[src/sv/wte_pkg.sv]
// Shared types, constants and the character class function for the word token extractor.
// Depends on nothing; every other file of the block imports it.
package wte_pkg;

   // Fixed field widths of the streaming ports.
   localparam int BYTE_BITS   = 8;
   localparam int WORD_BITS   = 64;
   localparam int LENGTH_BITS = 4;
   localparam int COUNT_BITS  = 2;
   localparam int CSR_INDEX_BITS = 2;
   localparam int CSR_DATA_BITS  = 4;

   // Configuration register indexes.
   typedef enum logic [CSR_INDEX_BITS-1:0] {
      CSR_DUP_MODE = 2'd0,
      CSR_MIN_LEN  = 2'd1,
      CSR_MAX_LEN  = 2'd2
   } csr_index_type;

   // Reset values of the configuration registers.
   localparam logic       DUP_MODE_RESET = 1'b0;
   localparam logic [3:0] MIN_LEN_RESET  = 4'd1;
   localparam logic [2:0] MAX_LEN_RESET  = 3'd6;

   // Input kinds.
   localparam logic KIND_DATA = 1'b0;
   localparam logic KIND_EOF  = 1'b1;

   // Character bounds of the word class.
   localparam logic [BYTE_BITS-1:0] CHAR_UNDERSCORE = 8'h5F;
   localparam logic [BYTE_BITS-1:0] CHAR_HYPHEN     = 8'h2D;
   localparam logic [BYTE_BITS-1:0] CHAR_LOWER_A    = 8'h61;
   localparam logic [BYTE_BITS-1:0] CHAR_LOWER_Z    = 8'h7A;
   localparam logic [BYTE_BITS-1:0] CHAR_UPPER_A    = 8'h41;
   localparam logic [BYTE_BITS-1:0] CHAR_UPPER_Z    = 8'h5A;
   localparam logic [BYTE_BITS-1:0] CHAR_DIGIT_0    = 8'h30;
   localparam logic [BYTE_BITS-1:0] CHAR_DIGIT_9    = 8'h39;

   // Configuration as seen by the datapath.
   typedef struct packed {
      logic       dup_mode;
      logic [3:0] min_len;
      logic [2:0] max_len;
   } cfg_type;

   // One input item held in the input register.
   typedef struct packed {
      logic                 kind;
      logic [BYTE_BITS-1:0] byte_value;
   } item_type;

   // What one item produces: how many words (zero to two) and their contents.
   typedef struct packed {
      logic [COUNT_BITS-1:0]  count;
      logic [LENGTH_BITS-1:0] length;
      logic [WORD_BITS-1:0]   word;
   } result_type;

   // True for letters, digits, underscore and hyphen.
   function automatic logic is_word_char(input logic [BYTE_BITS-1:0] b);
      logic lower;
      logic upper;
      logic digit;
      lower = (b >= CHAR_LOWER_A) && (b <= CHAR_LOWER_Z);
      upper = (b >= CHAR_UPPER_A) && (b <= CHAR_UPPER_Z);
      digit = (b >= CHAR_DIGIT_0) && (b <= CHAR_DIGIT_9);
      return lower || upper || digit || (b == CHAR_UNDERSCORE) || (b == CHAR_HYPHEN);
   endfunction

endpackage

[src/sv/word_token_extractor_core.sv]
// Top level of the word token extractor: configuration registers and the pipeline wiring.
// Depends on wte_pkg, wte_req_reg, wte_tokenizer and wte_rsp_reg.
//
//   Port group  Direction  Payload                               Accepted when
//   req_*       in         tdata byte_value, tuser kind          req_tvalid && req_tready
//   rsp_*       out        tdata word, word_length; tlast last   rsp_tvalid && rsp_tready
//   csr_*       in         csr_index register, csr_data value    csr_valid && csr_ready
//
// One item per cycle while each item makes at most one word and rsp_tready is high; an
// item making two words (duplicate mode on overflow) holds the result register until both
// copies leave, so its repeat count sets the rate. A word is offered once its item has
// left the input register. Reset clears the stored length, both valid flags and the
// configuration; the character store is not cleared. A stall on rsp_tready backs up
// through the input register to req_tready; the configuration port is always ready.
module word_token_extractor_core #(
   parameter int MAX_CHARS = 8
) (
   input  logic        clock,
   input  logic        reset,
   // Input byte stream
   input  logic        req_tvalid,
   output logic        req_tready,
   input  logic [7:0]  req_tdata,   // byte_value[7:0]
   input  logic        req_tuser,   // kind[0]
   // Word stream
   output logic        rsp_tvalid,
   input  logic        rsp_tready,
   output logic [71:0] rsp_tdata,   // word[63:0], word_length[67:64], zero[71:68]
   output logic        rsp_tlast,   // last[0]
   // Configuration writes
   input  logic        csr_valid,
   output logic        csr_ready,
   input  logic [wte_pkg::CSR_INDEX_BITS-1:0] csr_index,
   input  logic [wte_pkg::CSR_DATA_BITS-1:0]  csr_data
);
   import wte_pkg::*;

   cfg_type    cfg_ff;
   cfg_type    cfg_in;
   item_type   item;
   result_type result;
   logic       item_valid;
   logic       advance;
   logic       rsp_free;

   // Configuration registers.
   assign csr_ready = 1'b1;

   always_comb begin
      cfg_in = cfg_ff;
      if (csr_valid && csr_ready) begin
         unique case (csr_index)
            CSR_DUP_MODE: cfg_in.dup_mode = csr_data[0];
            CSR_MIN_LEN:  cfg_in.min_len  = csr_data[3:0];
            CSR_MAX_LEN:  cfg_in.max_len  = csr_data[2:0];
            default:      cfg_in = cfg_ff;
         endcase
      end
   end

   always_ff @(posedge clock) begin
      if (reset) begin
         cfg_ff.dup_mode <= DUP_MODE_RESET;
         cfg_ff.min_len  <= MIN_LEN_RESET;
         cfg_ff.max_len  <= MAX_LEN_RESET;
      end else begin
         cfg_ff <= cfg_in;
      end
   end

   // The held item moves on when it makes no word or the result register has room.
   assign advance = item_valid && ((result.count == '0) || rsp_free);

   wte_req_reg u_req_reg (
      .clock      (clock),
      .reset      (reset),
      .req_tvalid (req_tvalid),
      .req_tready (req_tready),
      .req_tdata  (req_tdata),
      .req_tuser  (req_tuser),
      .advance    (advance),
      .item_valid (item_valid),
      .item       (item)
   );

   wte_tokenizer #(
      .MAX_CHARS (MAX_CHARS)
   ) u_tokenizer (
      .clock   (clock),
      .reset   (reset),
      .cfg     (cfg_ff),
      .item    (item),
      .advance (advance),
      .result  (result)
   );

   wte_rsp_reg u_rsp_reg (
      .clock      (clock),
      .reset      (reset),
      .load       (advance && (result.count != '0)),
      .result     (result),
      .free       (rsp_free),
      .rsp_tvalid (rsp_tvalid),
      .rsp_tready (rsp_tready),
      .rsp_tdata  (rsp_tdata),
      .rsp_tlast  (rsp_tlast)
   );

endmodule

[src/sv/wte_req_reg.sv]
// Input register of the word token extractor: one item slot in front of the datapath.
// Depends on wte_pkg.
module wte_req_reg (
   input  logic                          clock,
   input  logic                          reset,
   input  logic                          req_tvalid,
   output logic                          req_tready,
   input  logic [wte_pkg::BYTE_BITS-1:0] req_tdata,   // byte_value[7:0]
   input  logic                          req_tuser,   // kind[0]
   input  logic                          advance,
   output logic                          item_valid,
   output wte_pkg::item_type             item
);
   import wte_pkg::*;

   logic     valid_ff;
   logic     valid_in;
   item_type item_ff;
   logic     accept;

   // The slot takes a new item when it is empty or drains in this cycle.
   assign req_tready = !valid_ff || advance;
   assign accept     = req_tvalid && req_tready;

   always_comb begin
      valid_in = valid_ff;
      if (accept) begin
         valid_in = 1'b1;
      end else if (advance) begin
         valid_in = 1'b0;
      end
   end

   always_ff @(posedge clock) begin
      if (reset) begin
         valid_ff <= 1'b0;
      end else begin
         valid_ff <= valid_in;
      end
   end

   // Payload needs no reset.
   always_ff @(posedge clock) begin
      if (accept) begin
         item_ff.kind       <= req_tuser;
         item_ff.byte_value <= req_tdata;
      end
   end

   assign item_valid = valid_ff;
   assign item       = item_ff;

endmodule

[src/sv/wte_tokenizer.sv]
// Character store, length register and the single-pass token logic of the word token extractor.
// Depends on wte_pkg.
module wte_tokenizer #(
   parameter int MAX_CHARS = 8
) (
   input  logic                clock,
   input  logic                reset,
   input  wte_pkg::cfg_type    cfg,
   input  wte_pkg::item_type   item,
   input  logic                advance,
   output wte_pkg::result_type result
);
   import wte_pkg::*;

   localparam int LEN_W = $clog2(MAX_CHARS + 1);
   localparam int IDX_W = $clog2(MAX_CHARS);
   localparam logic [LENGTH_BITS-1:0] TOP_LIMIT = LENGTH_BITS'(MAX_CHARS - 1);

   logic [BYTE_BITS-1:0]   store_ff [MAX_CHARS];
   logic [BYTE_BITS-1:0]   store_in [MAX_CHARS];
   logic [LEN_W-1:0]       cur_len_ff;
   logic [LEN_W-1:0]       cur_len_in;

   logic [BYTE_BITS-1:0]   app_store [MAX_CHARS];
   logic [BYTE_BITS-1:0]   src_store [MAX_CHARS];
   logic [LEN_W-1:0]       app_len;
   logic [LEN_W-1:0]       emit_len;
   logic [LENGTH_BITS-1:0] limit_wide;
   logic [LEN_W-1:0]       limit;
   logic                   word_byte;
   logic                   overflow;
   logic                   long_enough;
   logic [LENGTH_BITS-1:0] emit_len_wide;
   logic [WORD_BITS-1:0]   word_packed;
   logic [COUNT_BITS-1:0]  word_count;

   // The length limit saturates so the store never overflows.
   always_comb begin
      if ({1'b0, cfg.max_len} < TOP_LIMIT) begin
         limit_wide = {1'b0, cfg.max_len};
      end else begin
         limit_wide = TOP_LIMIT;
      end
      limit = limit_wide[LEN_W-1:0];
   end

   assign word_byte = (item.kind == KIND_DATA) && is_word_char(item.byte_value);
   assign app_len   = cur_len_ff + LEN_W'(1);
   assign overflow  = app_len > limit;

   // Store with the incoming byte placed after the current characters.
   always_comb begin
      for (int i = 0; i < MAX_CHARS; i++) begin
         if (IDX_W'(i) == cur_len_ff[IDX_W-1:0]) begin
            app_store[i] = item.byte_value;
         end else begin
            app_store[i] = store_ff[i];
         end
      end
   end

   // Pick the emitted characters, the next store and the next length.
   always_comb begin
      if (word_byte) begin
         emit_len  = app_len;
         src_store = app_store;
         store_in  = app_store;
         if (overflow && cfg.dup_mode) begin
            // Sliding window: drop the first character.
            for (int i = 0; i < MAX_CHARS - 1; i++) begin
               store_in[i] = app_store[i + 1];
            end
            cur_len_in = cur_len_ff;
         end else if (overflow) begin
            cur_len_in = '0;
         end else begin
            cur_len_in = app_len;
         end
      end else begin
         // Delimiter or end of file flushes the pending word.
         emit_len   = cur_len_ff;
         src_store  = store_ff;
         store_in   = store_ff;
         cur_len_in = '0;
      end
   end

   assign emit_len_wide = LENGTH_BITS'(emit_len);
   assign long_enough   = (emit_len != '0) && (emit_len_wide >= cfg.min_len);

   // Number of words caused by this item.
   always_comb begin
      if (word_byte) begin
         word_count = {1'b0, cfg.dup_mode && long_enough} + {1'b0, overflow && long_enough};
      end else begin
         word_count = {1'b0, long_enough};
      end
   end

   // Pack the valid characters, first one lowest, unused bytes zero.
   always_comb begin
      word_packed = '0;
      for (int i = 0; i < MAX_CHARS; i++) begin
         if (LEN_W'(i) < emit_len) begin
            word_packed[i*BYTE_BITS +: BYTE_BITS] = src_store[i];
         end
      end
   end

   assign result.count  = word_count;
   assign result.length = emit_len_wide;
   assign result.word   = word_packed;

   always_ff @(posedge clock) begin
      if (reset) begin
         cur_len_ff <= '0;
      end else if (advance) begin
         cur_len_ff <= cur_len_in;
      end
   end

   // Character store is undefined until written and has no reset.
   always_ff @(posedge clock) begin
      if (advance) begin
         store_ff <= store_in;
      end
   end

   // The stored length always leaves room for one more character.
   a_len_in_range: assert property (@(posedge clock) disable iff (reset)
      cur_len_ff < LEN_W'(MAX_CHARS))
      else $error("stored length reached the store depth");

   // Two words for one item only come from duplicate mode on overflow.
   a_two_words_dup: assert property (@(posedge clock) disable iff (reset)
      (result.count == 2'd2) |-> (cfg.dup_mode && word_byte && overflow))
      else $error("two words outside duplicate-mode overflow");

endmodule

[src/sv/wte_rsp_reg.sv]
// Result register of the word token extractor: holds one word and how often it still goes out.
// Depends on wte_pkg.
module wte_rsp_reg (
   input  logic                   clock,
   input  logic                   reset,
   input  logic                   load,
   input  wte_pkg::result_type    result,
   output logic                   free,
   output logic                   rsp_tvalid,
   input  logic                   rsp_tready,
   output logic [71:0]            rsp_tdata,   // word[63:0], word_length[67:64], zero[71:68]
   output logic                   rsp_tlast    // last[0]
);
   import wte_pkg::*;

   logic [COUNT_BITS-1:0]  cnt_ff;
   logic [COUNT_BITS-1:0]  cnt_in;
   logic [WORD_BITS-1:0]   word_ff;
   logic [LENGTH_BITS-1:0] length_ff;
   logic                   take;

   assign rsp_tvalid = cnt_ff != '0;
   assign take       = rsp_tvalid && rsp_tready;
   // Empty next cycle: nothing held, or the final copy leaves now.
   assign free       = (cnt_ff == '0) || ((cnt_ff == 2'd1) && rsp_tready);

   always_comb begin
      cnt_in = cnt_ff;
      if (load) begin
         cnt_in = result.count;
      end else if (take) begin
         cnt_in = cnt_ff - 2'd1;
      end
   end

   always_ff @(posedge clock) begin
      if (reset) begin
         cnt_ff <= '0;
      end else begin
         cnt_ff <= cnt_in;
      end
   end

   always_ff @(posedge clock) begin
      if (load) begin
         word_ff   <= result.word;
         length_ff <= result.length;
      end
   end

   assign rsp_tdata = {4'b0000, length_ff, word_ff};
   assign rsp_tlast = cnt_ff == 2'd1;

   // The repeat count never goes past two copies.
   a_cnt_bound: assert property (@(posedge clock) disable iff (reset)
      cnt_ff != 2'd3)
      else $error("result repeat count out of range");

   // A new word is only loaded when the held one is gone or leaving.
   a_load_free: assert property (@(posedge clock) disable iff (reset)
      load |-> free)
      else $error("result register overwritten while busy");

   // A word is never shown with zero length.
   a_len_nonzero: assert property (@(posedge clock) disable iff (reset)
      rsp_tvalid |-> (length_ff != '0))
      else $error("word shown with zero length");

endmodule
[config.mk]
export PLATFORM = sky130hd
export DESIGN_NAME = word_token_extractor_core
export DESIGN_NICKNAME = d
export VERILOG_FILES = /design/src/sv/wte_pkg.sv /design/src/sv/word_token_extractor_core.sv /design/src/sv/wte_req_reg.sv /design/src/sv/wte_tokenizer.sv /design/src/sv/wte_rsp_reg.sv
export SDC_FILE = /design/constraint.sdc
export NUM_CORES = 1
export LEC_CHECK = 0
export BUFFER_PORTS_ARGS = -buffer_cell sky130_fd_sc_hd__buf_2
export CORE_UTILIZATION = 55
export DETAILED_ROUTE_END_ITERATION = 6
export PLACE_DENSITY = 0.83
export SYNTH_ARGS = -nofsm -noshare
export SYNTH_HDL_FRONTEND = slang
export SYNTH_SLANG_ARGS = --single-unit
[constraint.sdc]
create_clock -name clock -period 8.38 [get_ports clock]
set_clock_uncertainty 0.05 [all_clocks]
set_input_delay 0.838 -clock clock [delete_from_list [all_inputs] [get_ports clock]]
set_output_delay 0.838 -clock clock [all_outputs]
set_load 0.02 [all_outputs]
## Yosys cells after proc, flatten, opt, wreduce, memory -nomap -nowiden

Cells that the tools add are included.

| storage, ports and cells | value |
|---|---|
| register bits after elaboration | 156 |
| input port bits | 20 |
| output and inout bits | 76 |
| word-level logic and storage cells | 114 |

| operators by class | value |
|---|---|
| $add $sub $neg | 3 |
| magnitude comparators | 17 |
| equal/unequal tests | 13 |
| mux-type cells | 20 |
| bitwise gates (word level) | 1 |
| reduce and logical (&&, ||, !) cells | 35 |

Operator list:

| operator | number |
|---|---|
| $mux 64 | 1 |
| $mux 8 | 8 |
| $mux 56 | 1 |
| $ge 8x7->1 const B | 2 |
| $le 8x7->1 const B | 2 |
| $lt 3x4->1 const A | 4 |
| $mux 4 | 4 |
| $logic_and 1x1->1 | 13 |
| $eq 3x3->1 const A | 4 |
| $reduce_and 2->1 | 5 |
| $eq 8x6->1 const B | 1 |
| $eq 8x7->1 const B | 1 |
| $ge 8x6->1 const B | 1 |
| $le 8x6->1 const B | 1 |
| $lt 1x4->1 const A | 2 |
| $lt 2x4->1 const A | 2 |
| $reduce_bool 2->1 | 4 |
| $logic_or 1x1->1 | 7 |
| $eq 2x3->1 const A | 2 |
| $logic_not 2->1 | 3 |
| $mux 2 | 3 |
| $add 4x1->4 const B | 1 |
| $eq 2x1->1 const B | 2 |
| $ge 4x4->1 | 1 |
| 13 further kinds | 14 |

## Depth between registers and ports, before layout

| logic depth | value |
|---|---|
| depth after elaboration | 19 |
| mapped depth | 19 |
| gate-level depth less buffers | 17 |

## Hierarchy

From an unflattened synthesis, not the netlist that was laid out.

| second synthesis, totals | value |
|---|---|
| cell total of the unflattened synthesis | 681 |
| area total of the unflattened synthesis | 7677.4 um^2 |

By module, submodules not included:

| module | instances | cells each | area an instance (um^2) | sequential area each (um^2) |
|---|---|---|---|---|
| wte_tokenizer | 1 | 533 | 4724.5 | 2001.9 |
| wte_rsp_reg | 1 | 91 | 2225.9 | 2082.0 |
| word_token_extractor_core | 1 | 43 | 401.6 | 160.2 |
| wte_req_reg | 1 | 14 | 325.3 | 290.3 |

## Worst setup path before layout

No wires, ideal clock.

| path | value |
|---|---|
| path type | register to register |
| from | register u_req_reg.item_ff (netlist bit u_req_reg.item[3]) |
| to | register u_tokenizer.store_ff[0] (netlist bit), enable pin |
| setup time | 0.486 ns |
| data arrival time | 6.137 ns |
| data required time | 7.844 ns |
| setup slack | 1.707 ns |
| stages on the path, launching flop included | 17 |
| path buffers | 3 |
| clock period less this slack | 6.673 ns |
| path through | edfxtp_1 buf_6 a31oi_1 o21a_1 nor3_2 buf_2 buf_2 xnor2_1 ha_1 nand2b_1 a2111oi_0 or2_2 nor3_1 ha_1 nor2_1 o21ai_0 nor2_1 |

| on the way | value |
|---|---|
| cells in the longest elaborated chain, start to end | 17 |
| elaborated cells between the ends (all ways) | 28 |
| classes of those cells | 1 x add/sub; 7 x order compare; 2 x eq/ne; 2 x mux; 16 x reduce/logical |

RTL lines:

| item | line | text |
|---|---|---|
| start: declaration | wte_req_reg.sv:18 | `item_type item_ff;` |
| $ge 8x7->1, or another cell as far along | wte_pkg.sv:64 | `lower = (b >= CHAR_LOWER_A) && (b <= CHAR_LOWER_Z);` |
| $logic_and 1x1->1, on equally long branches | wte_pkg.sv:64, wte_pkg.sv:65 |  |
| $logic_or 1x1->1 (3 in series) | wte_pkg.sv:67 | `return lower \|\| upper \|\| digit \|\| (b == CHAR_UNDERSCORE) \|\| (b == CHAR_HYPHEN);` |
| $logic_or 1x1->1 (*) | wte_pkg.sv:67 |  |
| $logic_and 1x1->1 (*) | wte_tokenizer.sv:47 | `assign word_byte = (item.kind == KIND_DATA) && is_word_char(item.byte_value);` |
| $mux 4 | wte_tokenizer.sv:64 | `if (word_byte) begin` |
| $ge 4x4->1 / $reduce_bool 4->1 (equally long branches) | wte_tokenizer.sv:89 | `assign long_enough = (emit_len != '0) && (emit_len_wide >= cfg.min_len);` |
| $logic_and 1x1->1 | wte_tokenizer.sv:89 |  |
| $logic_and 1x1->1 | wte_tokenizer.sv:94 | `word_count = {1'b0, cfg.dup_mode && long_enough} + {1'b0, overflow && long_enough};` |
| $add 1x1->2 | wte_tokenizer.sv:94 |  |
| $mux 2 | wte_tokenizer.sv:93 | `if (word_byte) begin` |
| $logic_not 2->1 | word_token_extractor_core.sv:72 | `assign advance = item_valid && ((result.count == '0) \|\| rsp_free);` |
| $logic_or 1x1->1 | word_token_extractor_core.sv:72 |  |
| $logic_and 1x1->1 | word_token_extractor_core.sv:72 |  |
| $reduce_and 2->1 (no line) (*) | - |  |
| end signal: assignment | wte_tokenizer.sv:125 | `store_ff <= store_in;` |
| end: declaration | wte_tokenizer.sv:19 | `logic [BYTE_BITS-1:0] store_ff [MAX_CHARS];` |

Mark *: on every way between the ends. The rest lies on a longest branch, timed or not.
A chain may end at the register's enable or synchronous reset.

==> results.cfg <==
[synthesis]
synth_edf_count = 141
async_flop_share = 0
synthCells = 660
yosysWarnings = 0
syn_area_sq_um = 7836
synth.avg_cell_area_sq_um = 11.87
yosysUniqueCellTypes = 56
synthFlopType = edfxtp_1
ys_ff_latch = 156
synth_seq_area_share = 0.5786

[floorplan]
fp.coreArea_sq_um = 13880
die_h_microns = 121.4
num_rows = 43
fp.dieW_microns = 121.4
initial_utilization = 0.5645
die_area_sq_um = 14730
ios = 96

[sta]
finalHoldViolations = 0
fin_crit_sh = 0.7908
slew_violations = 0
tns_ns = 0
tightest_slew_ns = 1.157
relSlewSlack = 0.2233
max_freq_ghz = 0.1509
period_minus_slack_ns = 6.627
setup_viol = 0
rsz0062_at_grt = no

[clock_tree]
htreeDepth = 4
clock_sinks = 156
cts_resized = 0
cts-root-buf = clkbuf_16
cts_buffers = 17
cts_tree = done
clockBufferDepth = 2
postCtsSetupRepairBufs = 0
path_clk_slew_ns = 0.06
ctsHoldBuffers = 0
clk_latency_ns = 0.43

[cells_and_area]
final_util = 0.6431
drive_gt1_frac = 0.2040
layout.nets = 769
layout_common_cells = edfxtp_1, buf_2, a21oi_1
area_growth_pct = 13.91
multi_input_area_sq_um = 2989
antennaDiodeCount = 0
final_cell_area_sq_um = 8926
seqCellArea_sq_um = 4534
fillers = 1050
mostFrequentLayoutCell = edfxtp_1

[power]
p_int_w = 0.001347
power_density_nw_per_um2 = 193.5
p_clk_frac = 0.442
ir_worst_vdd_mv = 0.1462
power.leakage_nw = 3.274
pwr-share-seq = 0.506
switching_share = 0.2202
pwr-share-comb = 0.052
p_sw_w = 0.0003802

[outcome]
status = complete, no violations

[global_route]
grt_pass1_vias = 5658
antenna_found_initial = 0
grt_max_degree = 65
overflow = 0
grt_pass1_wl_microns = 29550
track_usage = 0.2700

[critical_path]
critPathMaxStageDelay_ns = 0.92
cp.required_ns = 7.49
crit_buf_inv = 3
critPathMaxFanout = 14
arrival_ns = 5.74
endpoint_kind = output port
cp_slowest_cell = xnor2_1
cp_top_family = compound AO/OA/AOI/OAI gates
path_cells = a21boi_0, o21ai_0, nor4_1, xnor2_1, inv_1, ha_1, a2111oi_0, or2_2, nor3_1, ha_1, nor2_1, nor4_1, a21oi_1, nor3b_1, inv_1, buf_2
worstSetupPathType = reg2out
worstSetupStartpointType = register
r2r_setup_slack_ns = 2.30

[placement]
placed_cell_area_sq_um = 8346
routabilityCongestion = 0.8648
dp_hpwl_microns = 12970
io_buffer_count = 90

[job]
maxCapViolCount = 0

[detailed_routing]
viasPerCell = 6.356
drt_iter0_markers = 656
ant_nets = 0
wirelength_microns = 19100
vias = 5879
wl_per_cell_microns = 20.65
drc = 0
dr.pass1.iters = 5

[hold_path]
min_path_type = reg2reg
-- power groups by stage --
stage          combinational (W)  clock (W)  sequential (W)
4_1_cts                0.0000888   0.000769        0.000872
2_1_floorplan          0.0000733          0        0.000875
3_5_place_dp           0.0000882          0        0.000888
6_report               0.0000901   0.000764        0.000873
3_3_place_gp           0.0000843          0        0.000887
5_1_grt                0.0000974   0.000796        0.000873
-- per-stage QoR --
step	hold WS [ns]	setup WS [ns]	cells	power [W]
after detailed placement	0.4196	2.379	894	0.0009762
after global routing	0.4643	1.418	925	0.001766
after CTS	0.4284	1.906	925	0.001729
after global placement	0.4108	2.560	894	0.0009712
after floorplan	0.3937	1.707	663	0.0009484
final	0.4295	1.753	925	0.001727
-- worst min-delay path, cell delays in order (launching register included) --
cell and delay (ns):
dfxtp_1 0.31, nand3_1 0.06, a21oi_1 0.06
-- Yosys cell counts (all sizes together), types with 3 or more instances --
cell | instances | area (sq um)
dfxtp | 15 | 300.3
nor3b | 10 | 75.07
mux2 | 12 | 135.1
mux2i | 58 | 580.6
o21a | 4 | 30.03
inv | 26 | 97.59
nor2b | 7 | 43.79
a21oi | 65 | 325.3
o21ai | 29 | 145.1
ha | 16 | 200.2
edfxtp | 141 | 4234
nand3 | 6 | 30.03
o32ai | 48 | 420.4
and2 | 3 | 18.77
o211ai | 7 | 52.55
nand2 | 42 | 157.7
clkbuf | 15 | 56.30
nor3 | 11 | 60.06
xnor2 | 3 | 26.28
buf | 30 | 175.2
nor4 | 8 | 80.08
nor2 | 71 | 320.3
-- registers in the layout, summed over array words and instances (netlist names) --
name	count
cfg_ff	8
u_req_reg.item	9
u_req_reg.item_valid	1
u_rsp_reg.cnt_ff	2
u_rsp_reg.length_ff	4
u_rsp_reg.word_ff	64
u_tokenizer.cur_len_ff	4
u_tokenizer.store_ff	64
-- path summary, 6_finish.rpt --
path              cells after the start                 from                     to
hold reg to reg                       2  u_rsp_reg.cnt_ff[1]    u_rsp_reg.cnt_ff[1]
setup / recovery                     16    u_req_reg.item[1]             req_tready
setup reg to reg                     15    u_req_reg.item[1]  u_rsp_reg.word_ff[58]
hold / removal                        2  u_rsp_reg.cnt_ff[1]    u_rsp_reg.cnt_ff[1]
-- area by class of cell --
cell class / instances / share of cell area
timing repair buffer: 96 / 0.05551
clock buffer: 19 / 0.04850
clock inverter: 12 / 0.01654
sequential: 156 / 0.5080
multi-input combinational: 435 / 0.3349
inverter: 27 / 0.01135
tap: 180 / 0.02523
-- metal layers --
layer / wire length, microns / track usage / vias to the layer above
met2: 9374 / 0.4379 / 361
met5: 0 / 0 / -
li1: - / - / 2652
met1: 7333 / 0.3490 / 2811
met4: 667 / 0.1319 / 0
met3: 1722 / 0.04840 / 55
-- cells by family (layout without fill, tap and decap cells) --
kind of cell               Yosys count  in the layout  synth area share
adders and majority gates           16             16           0.02555
muxes                               70             70           0.09133
xor gates and xnor gates             4              4          0.004472
other                                2              5         0.0009584
buffers and inverters               72            154           0.04247
and+or+nand+nor                    167            167            0.1084
DFF                                156            156            0.5786
AOI/OAI and AO/OA                  173            173            0.1482
(Power assumes the default switching activity.)
